===== config.mk =====
export PLATFORM = sky130hd
export DESIGN_NAME = rpst_ctrl
export DESIGN_NICKNAME = d
export VERILOG_FILES = /design/src/hw/rtl/rpst_pkg.sv /design/src/hw/rtl/rpst_ctrl.sv
export SDC_FILE = /design/constraint.sdc
export NUM_CORES = 1
export LEC_CHECK = 0
export BUFFER_PORTS_ARGS = -buffer_cell sky130_fd_sc_hd__buf_2
export CORE_AREA = 2 2 39 41
export DETAILED_ROUTE_END_ITERATION = 10
export DIE_AREA = 0 0 41 43
export SLEW_MARGIN = 5
export SYNTH_ARGS = -nofsm -noshare
export SYNTH_HDL_FRONTEND = slang
export SYNTH_SLANG_ARGS = --single-unit
export TNS_END_PERCENT = 50

===== constraint.sdc =====
create_clock -name i_clk -period 1.1 [get_ports i_clk]
set_input_delay 0.165 -clock i_clk [delete_from_list [all_inputs] [get_ports i_clk]]
set_output_delay 0.165 -clock i_clk [all_outputs]
set_load 0.01 [all_outputs]

===== src/hw/rtl/rpst_pkg.sv =====
package rpst_pkg;

    localparam int DATA_W  = 32;
    localparam int SCALE_W = 24;
    localparam int RAD_W   = 8;
    localparam int SLOT_W  = 8;
    localparam int OUTC_W  = 2;
    localparam int CIDX_W  = 2;
    localparam int FRAC_W  = 16;
    localparam int PROD_W  = DATA_W + SCALE_W;
    localparam int LIM_W   = RAD_W + FRAC_W;
    localparam int SQ_W    = 2 * LIM_W;

    localparam logic [CIDX_W-1:0] CFG_SCALE_X     = 2'd0;
    localparam logic [CIDX_W-1:0] CFG_SCALE_Y     = 2'd1;
    localparam logic [CIDX_W-1:0] CFG_SNAP_RADIUS = 2'd2;

    localparam logic [RAD_W-1:0] RADIUS_RST = 8'd20;

    localparam logic [OUTC_W-1:0] OUTC_MATCH  = 2'd0;
    localparam logic [OUTC_W-1:0] OUTC_APPEND = 2'd1;
    localparam logic [OUTC_W-1:0] OUTC_FULL   = 2'd2;

    typedef struct packed {
        logic load;
        logic run;
        logic take_hit;
        logic take_miss;
        logic publish;
    } t_cmd;

    typedef struct packed {
        logic hit;
        logic miss_done;
    } t_sts;

endpackage


===== src/hw/rtl/rpst_ctrl.sv =====
module rpst_ctrl import rpst_pkg::*; (
    input  logic i_clk,
    input  logic i_rst_n,
    input  logic i_in_valid,
    output logic o_in_ready,
    input  logic i_out_ready,
    output logic o_out_valid,
    input  t_sts i_sts,
    output t_cmd o_cmd
);

    typedef enum logic [1:0] {
        ST_IDLE,
        ST_SCAN,
        ST_DONE
    } t_state;

    t_state r_state;
    t_state n_state;
    logic   r_out_valid;
    logic   n_out_valid;
    logic   out_free;

    assign out_free = !r_out_valid || i_out_ready;

    always_comb begin
        o_cmd       = '0;
        n_state     = r_state;
        n_out_valid = r_out_valid && !i_out_ready;
        unique case (r_state)
            ST_IDLE: begin
                if (i_in_valid) begin
                    o_cmd.load = 1'b1;
                    n_state    = ST_SCAN;
                end
            end
            ST_SCAN: begin
                o_cmd.run = 1'b1;
                if (i_sts.hit) begin
                    o_cmd.take_hit = 1'b1;
                    n_state        = ST_DONE;
                end else if (i_sts.miss_done) begin
                    o_cmd.take_miss = 1'b1;
                    n_state         = ST_DONE;
                end
            end
            ST_DONE: begin
                if (out_free) begin
                    o_cmd.publish = 1'b1;
                    n_out_valid   = 1'b1;
                    n_state       = ST_IDLE;
                end
            end
            default: begin
                n_state = ST_IDLE;
            end
        endcase
    end

    always_ff @(posedge i_clk) begin
        if (!i_rst_n) begin
            r_state     <= ST_IDLE;
            r_out_valid <= 1'b0;
        end else begin
            r_state     <= n_state;
            r_out_valid <= n_out_valid;
        end
    end

    assign o_in_ready  = (r_state == ST_IDLE);
    assign o_out_valid = r_out_valid;

endmodule


After elaboration in Yosys (flattened, before gate mapping)
Cells that the tools add are included.

Mux-type cells: 15. Reductions and logical operators: 6. Equality and inequality tests: 5.

Operators with widths (number): two-way mux 1 bit (9); two-way mux 2 bit (4); one-hot mux 2 bit (3 select lines) (1); != test 2 bit (second input constant) (2); two-way mux 3 bit (1); != test 3 bit (second input constant) (1); AND reduction 3 bit (1); equality test 2 x 1 -> 1 bit (second input constant) (1); equality test 2 bit (second input constant) (1); zero test 1 bit (2); zero test 2 bit (1); logical AND 1 bit (1); logical OR 1 bit (1).

Input port bits: 6. Logic and storage cells: 28. Output and inout port bits: 7. Flip-flop bits (word level): 3.

Longest topological paths before layout
Gate-level depths: netlist of the first run.

Word-level depth: 4. Gate-level depth with buffers: 3. Depth with buffers taken out: 3.

Least setup slack after synthesis of the first run
No wires, ideal clock.

Path kind: register to output. Start point: register r_state[0]. End point: output o_cmd[1] in the netlist's numbering. Arrival: 798 ps. Stages on the path, launching flop included: 3. Setup slack: 137 ps. Buffers on the path: 0. Data required time: 935 ps. Cells stage by stage: dfxtp_1 > nor2b_2 > and3b_1.

RTL lines: start: declaration (line rpst_ctrl.sv:18) `t_state r_state;`; start signal: assignment (line rpst_ctrl.sv:65) `r_state <= n_state;`; end: declaration (line rpst_ctrl.sv:9) `output t_cmd o_cmd`.

==> results by group, run 1 <==
Floorplan
  – Core Box Area: around 1400 um^2
  – Initial Util: 0.117
  – Ports: 13
  – Rows: 14
  – DIE HEIGHT: 43 um
  – Die area: about 1800 um^2
  – Die Wd: roughly 41 um

Synthesis
  – Async S/R FF share, synth: 0
  – Synthesized area: around 160 um^2
  – Synth Register Bits: 3
  – Yosys Warn Count: 0
  – Post-synth top flop: dfxtp_1
  – Top cell type by total area after synthesis: dfxtp_1
  – Top post-synthesis cells by area: dfxtp_1, and2_1, nand2b_1, mux2i_1, and2b_2
  – Largest family of logic cells by synthesized area: simple AND/OR/NAND/NOR gates
  – Simple-gate portion of the synthesized area: 0.450
  – Synth cell count leaders: and2_1, dfxtp_1, nand2b_1, nor2_1
  – Sequential element share of the synthesized area: 0.372
  – Post-Synth XOR/XNOR Area: 0
  – Number of synthesized flops with an enable pin: 0
  – Top-area cell type share of the netlist area: 0.372
  – Synthesized area per cell: approximately 9 um^2
  – Mapped Nets: 24
  – Post-synthesis mux area share: 0.0620
  – Synth Area in Adders: 0
  – Synth cell types: 12
  – Synth Area in Compound Gates: 0.116
  – Synth Instances: 18

Critical path
  – Crit path max fanout: 3
  – Crit path cell chain: nand2b_4 -> and2b_2 -> buf_6
  – CP max-delay cell: dfxtp_2
  – CP Capture Type: primary output
  – Max incr delay on CP: roughly 0.34 ns
  – Worst Path Required: about 0.94 ns
  – Setup crit start kind: flop
  – Critical path arrival: about 1.0 ns
  – Worst Setup Path Type: reg -> out

Timing
  – Worst slew pin tran: ~0.17 ns
  – Setup TNS: -0.190 ns
  – Setup violations, final: 4
  – RSZ-0062 raised after global routing: yes
  – Final max-slew violation count: 0
  – Crit share post-route: 1.07
  – Max frequency: approximately 850 MHz
  – Minimum clock period: between 1 and 1.5 ns
  – Worst Clk Skew: ~0.0018 ns
  – Final hold viol count: 0
  – Worst slew margin: 0.886
  – Final setup margin: -0.0716 ns

Finish
  – Layout overhead on the synthesized area: 102%
  – Diode count: 0
  – Final instance area: around 330 um^2
  – Layout cells sized above 1: 0.667
  – Fin nets: 43

Global route
  – First-pass GRT wire length: about 630 um
  – Largest net degree at the start of global routing: 6
  – Vias in the first global route: 197
  – Antenna violations before repair: 0
  – Grt ovf: 0
  – All-Layer GR Usage: 0.0571

Place
  – IO buf count: 12
  – GPL Wtd Cong: about 0.51
  – Placed inst area: around 250 um^2

CTS
  – H-tree depth: 1
  – Root buf cell: clkbuf_4
  – Reg clk slew, reported paths: about 0.030 ns
  – CTS tree: yes
  – Clock Latency Late Sink: 0.23 ns
  – Cts bufs inserted: 3
  – Clk buf depth: 2
  – # clock sinks: 3

Drt
  – 1st-iter DRT viols: 0
  – DR pass1 iterations: 1
  – DRC: 0
  – Avg WL per Cell: 8.00 um
  – Post-route ant nets: 0
  – Routed vias/inst: between 3 and 4
  – DR vias: 188
  – DRT Wirelength: 416 um

Power and ir drop
  – Leakage: roughly 0.16 nW
  – Pwr/cell area: roughly 1200 nW/um^2
  – Post-layout total power: roughly 0.4 mW
  – Worst VDD drop: around 0.00022 V

Status
  – Status: finished, violations left
  – Failing checks: setup timing

Job
  – MaxCap Viol Count: 0

Hold path
  – Min-Delay Path Class: in -> reg
-- where the power goes --
part,leakage [nW],internal (mW),total (mW),switching (mW)
logic,0.116,0.0514,0.0837,0.0322
registers,0.0256,0.114,0.122,0.00732
clock network,0.0150,0.135,0.186,0.0505
total,0.156,0.301,0.391,0.0901
-- layout make-up --
class,instances,area (um^2)
timing repair buffer,14,91.3
tap,16,20.0
multi-input combinational,15,124
clock buffer,4,26.3
fill,157,1060
sequential,3,65.1
-- path summary, 6_finish.rpt --
path	startpoint	end	slack, ns	depth (start not counted)
min reg2reg	r_state[1]	r_state[0]	0.51	1
max reg2reg	r_state[0]	r_state[1]	0.19	4
min	i_rst_n	r_state[1]	0.17	2
max	r_state[0]	o_cmd[0]	-0.07	3
-- flip-flops by register name (all words and copies together) (netlist names) --
signal and cells:
o_out_valid 1, r_state 2
-- cells by family after synthesis --
kind of cell and after synthesis:
multiplexers 1, AND/OR/NAND/NOR 11, flip-flops 3, AO/OA/AOI/OAI 3
-- stage by stage --
stage	std cells	worst slack, ns	hold slack (ns)	utilization
3_3_place_gp	47	0.125	0.401	0.180
3_5_place_dp	47	0.108	0.399	0.180
6_report	52	-0.0716	0.172	0.236
2_1_floorplan	18	0.137	0.287	-
5_1_grt	52	-0.110	0.189	0.236
4_1_cts	52	-0.0757	0.170	0.227
-- layer usage --
| layer | part of all wire | vias up | wire (um) | track usage |
|---|---|---|---|---|
| li1 | - | 97 | - | - |
| met1 | 0.32 | 85 | 135 | 0.0350 |
| met2 | 0.62 | 6 | 256 | 0.106 |
| met3 | 0.058 | 0 | 24 | 0 |
| met4 | 0 | 0 | 0 | 0.0800 |
| met5 | 0 | - | 0 | 0 |
-- repair_timing --
item	4_1_cts	5_1_grt
setup buffers	1	0
endpoints found under the setup margin	5	4
resized for setup	8	3
pin swaps	2	2
hold buffers	0	0
-- critical path, delay by kind of cell (launching register included) --
family	cells	cell delay, ns
flops	1	0.34
buf+inv	1	0.11
simple gates	2	0.33
-- cells in the final DEF, fill, tap and decap left out, drive strengths merged --
master	n
and2b	1
a21boi	1
nor2	2
clkbuf	4
nand2b	2
and2	3
mux2i	1
o22ai	1
nor2b	1
dfxtp	3
o21ai	1
buf	14
nor3b	1
and3b	1
No activity file was read; power rests on OpenSTA's default activity.
==> run 2, diff against run 1 <==
- ABC_AREA: default -> 0
- CTS_CLUSTER_SIZE: default -> 8
- clock period: 1.1 -> 1.41 ns (I/O delays scaled with it)
==> results by group, run 2 (synthesis gave the netlist of run 1 again) <==
Power and ir drop
  – Worst VDD drop: 0.000202 V (-8.2%)
  – Pwr/cell area: 1060 nW/um^2 (-11%)
  – Leakage: 0.133 nW (-15%)

Drt
  – Routed vias/inst: 3.46 (-4.3%)
  – DRC: 0 (unchanged)
  – DRT Wirelength: 335 um (-19%)
  – DR vias: 173 (-8.0%)
  – Avg WL per Cell: 6.70 um (-16%)
  – DR pass1 iterations: 1 (unchanged)
  – 1st-iter DRT viols: 0 (unchanged)
  – Post-route ant nets: 0 (unchanged)

Floorplan
  – Initial Util: 0.117 (unchanged)
  – Rows: 14 (unchanged)
  – Ports: 13 (unchanged)
  – Die Wd: 41 um (unchanged)
  – DIE HEIGHT: 43 um (unchanged)
  – Core Box Area: 1380 um^2 (unchanged)
  – Die area: 1760 um^2 (unchanged)

CTS
  – Postcts setup bufs: 0 (-1)
  – Clk buf depth: 2 (unchanged)
  – # clock sinks: 3 (unchanged)
  – Cts bufs inserted: 3 (unchanged)
  – CTS tree: yes
  – H-tree depth: 1 (unchanged)
  – Post-CTS Resized: 0 (-8)
  – Root buf cell: clkbuf_4
  – Clock Latency Late Sink: 0.23 ns (about the same)
  – Reg clk slew, reported paths: 0.03 ns (about the same)
  – Hold_buf cts: 0 (unchanged)

Timing
  – Hold slack: 0.210 ns (+0.0383 ns)
  – Worst Clk Skew: 0.00189 ns (+0.000110 ns)
  – Worst slew margin: 0.885 (about the same)
  – Crit share post-route: 0.928
  – Setup TNS: 0 ns (+0.190 ns)
  – Final max-slew violation count: 0 (unchanged)
  – Max frequency: ~760 MHz
  – Final hold viol count: 0 (unchanged)
  – Worst slew pin tran: 0.172 ns (+0.00252 ns)
  – RSZ-0062 raised after global routing: no
  – Setup violations, final: 0 (-4)
  – Minimum clock period: between 1 and 1.5 ns

Hold path
  – Min-delay src: i_rst_n
  – Min-Delay Path Class: in -> reg

Critical path
  – Origin of the worst setup path: r_state[0]
  – CP max-delay cell: dfxtp_1
  – Setup crit start kind: flop
  – Max incr delay on CP: 0.38 ns (+0.04 ns)
  – Worst Path Required: 1.20 ns (+0.26 ns)
  – Largest delay share family, worst path: flip-flops
  – Crit path max fanout: 5 (+2)
  – Crit path cell chain: nand2b_1 -> and2b_2 -> buf_2
  – Critical path arrival: 1.10 ns (+0.09 ns)
  – CP Capture Type: primary output
  – Worst Setup Path Type: reg -> out
  – RR Startpoint: r_state[0]
  – CP bufs+invs: 1 (unchanged)

Finish
  – Diode count: 0 (unchanged)
  – Layout cells sized above 1: 0.500 (-0.167)
  – Fin nets: 41 (-4.7%)
  – Max FFs per register: 2 (unchanged)
  – Most frequent cells in the layout: buf_2, and2_1, clkbuf_4, dfxtp_1
  – Leading cell type in the layout, fill and taps excluded: buf_2
  – Layout overhead on the synthesized area: 65.9%
  – Layout fillers: 164 (+4.5%)
  – Largest register by flop count: r_state

Place
  – GPL Wtd Cong: 0.492 (-4.4%)
  – IO buf count: 12 (unchanged)

Global route
  – Vias in the first global route: 153 (-22%)
  – Grt ovf: 0 (unchanged)
  – First-pass GRT wire length: 552 um (-13%)
  – Largest net degree at the start of global routing: 6 (unchanged)
  – Antenna violations before repair: 0 (unchanged)
  – All-Layer GR Usage: 0.0490 (-0.00801)

Job
  – MaxCap Viol Count: 0 (unchanged)

Status
  – Status: finished, final reports clean
-- run 2: cell type report --
class,instances,area (um^2),area share
sequential,3,60.1,0.224
clock buffer,4,26.3,0.0981
multi-input combinational,15,101,0.379
timing repair buffer,12,60.1,0.224
tap,16,20.0,0.0748
-- run 2: per-layer routing --
layer,vias up,share of wire,track usage
met5,-,0,0
met4,0,0,0.0400
met3,0,0.075,0.0314
met2,6,0.54,0.0750
met1,73,0.38,0.0414
li1,94,-,-
-- run 2: path summary, 6_finish.rpt --
kind	endpoint	slack, ns	depth (start not counted)
worst max register to register	r_state[1]	0.53	3
worst max-delay path	o_cmd[0]	0.10	3
worst min register to register	r_state[0]	0.51	1
worst min-delay path	r_state[1]	0.21	2
-- run 2: where the power goes --
part | internal [mW] | total [mW] | switching [mW] | leakage [nW]
Sequential | 0.0897 | 0.0940 | 0.00434 | 0.0246
Clock | 0.106 | 0.146 | 0.0403 | 0.0150
Combinational | 0.0242 | 0.0443 | 0.0200 | 0.0939
Total | 0.220 | 0.284 | 0.0647 | 0.133
-- run 2: through the flow --
step / area (um^2) / util / total power, mW / cells / setup slack [ns]
4_1_cts: 268 / 0.193 / 0.294 / 50 / 0.0929
5_1_grt: 268 / 0.193 / 0.310 / 50 / 0.0333
3_5_place_dp: 241 / 0.175 / 0.140 / 46 / 0.343
6_report: 268 / 0.193 / 0.284 / 50 / 0.102
3_3_place_gp: 241 / 0.175 / 0.140 / 46 / 0.357
2_1_floorplan: 161 / - / 0.119 / 18 / 0.400
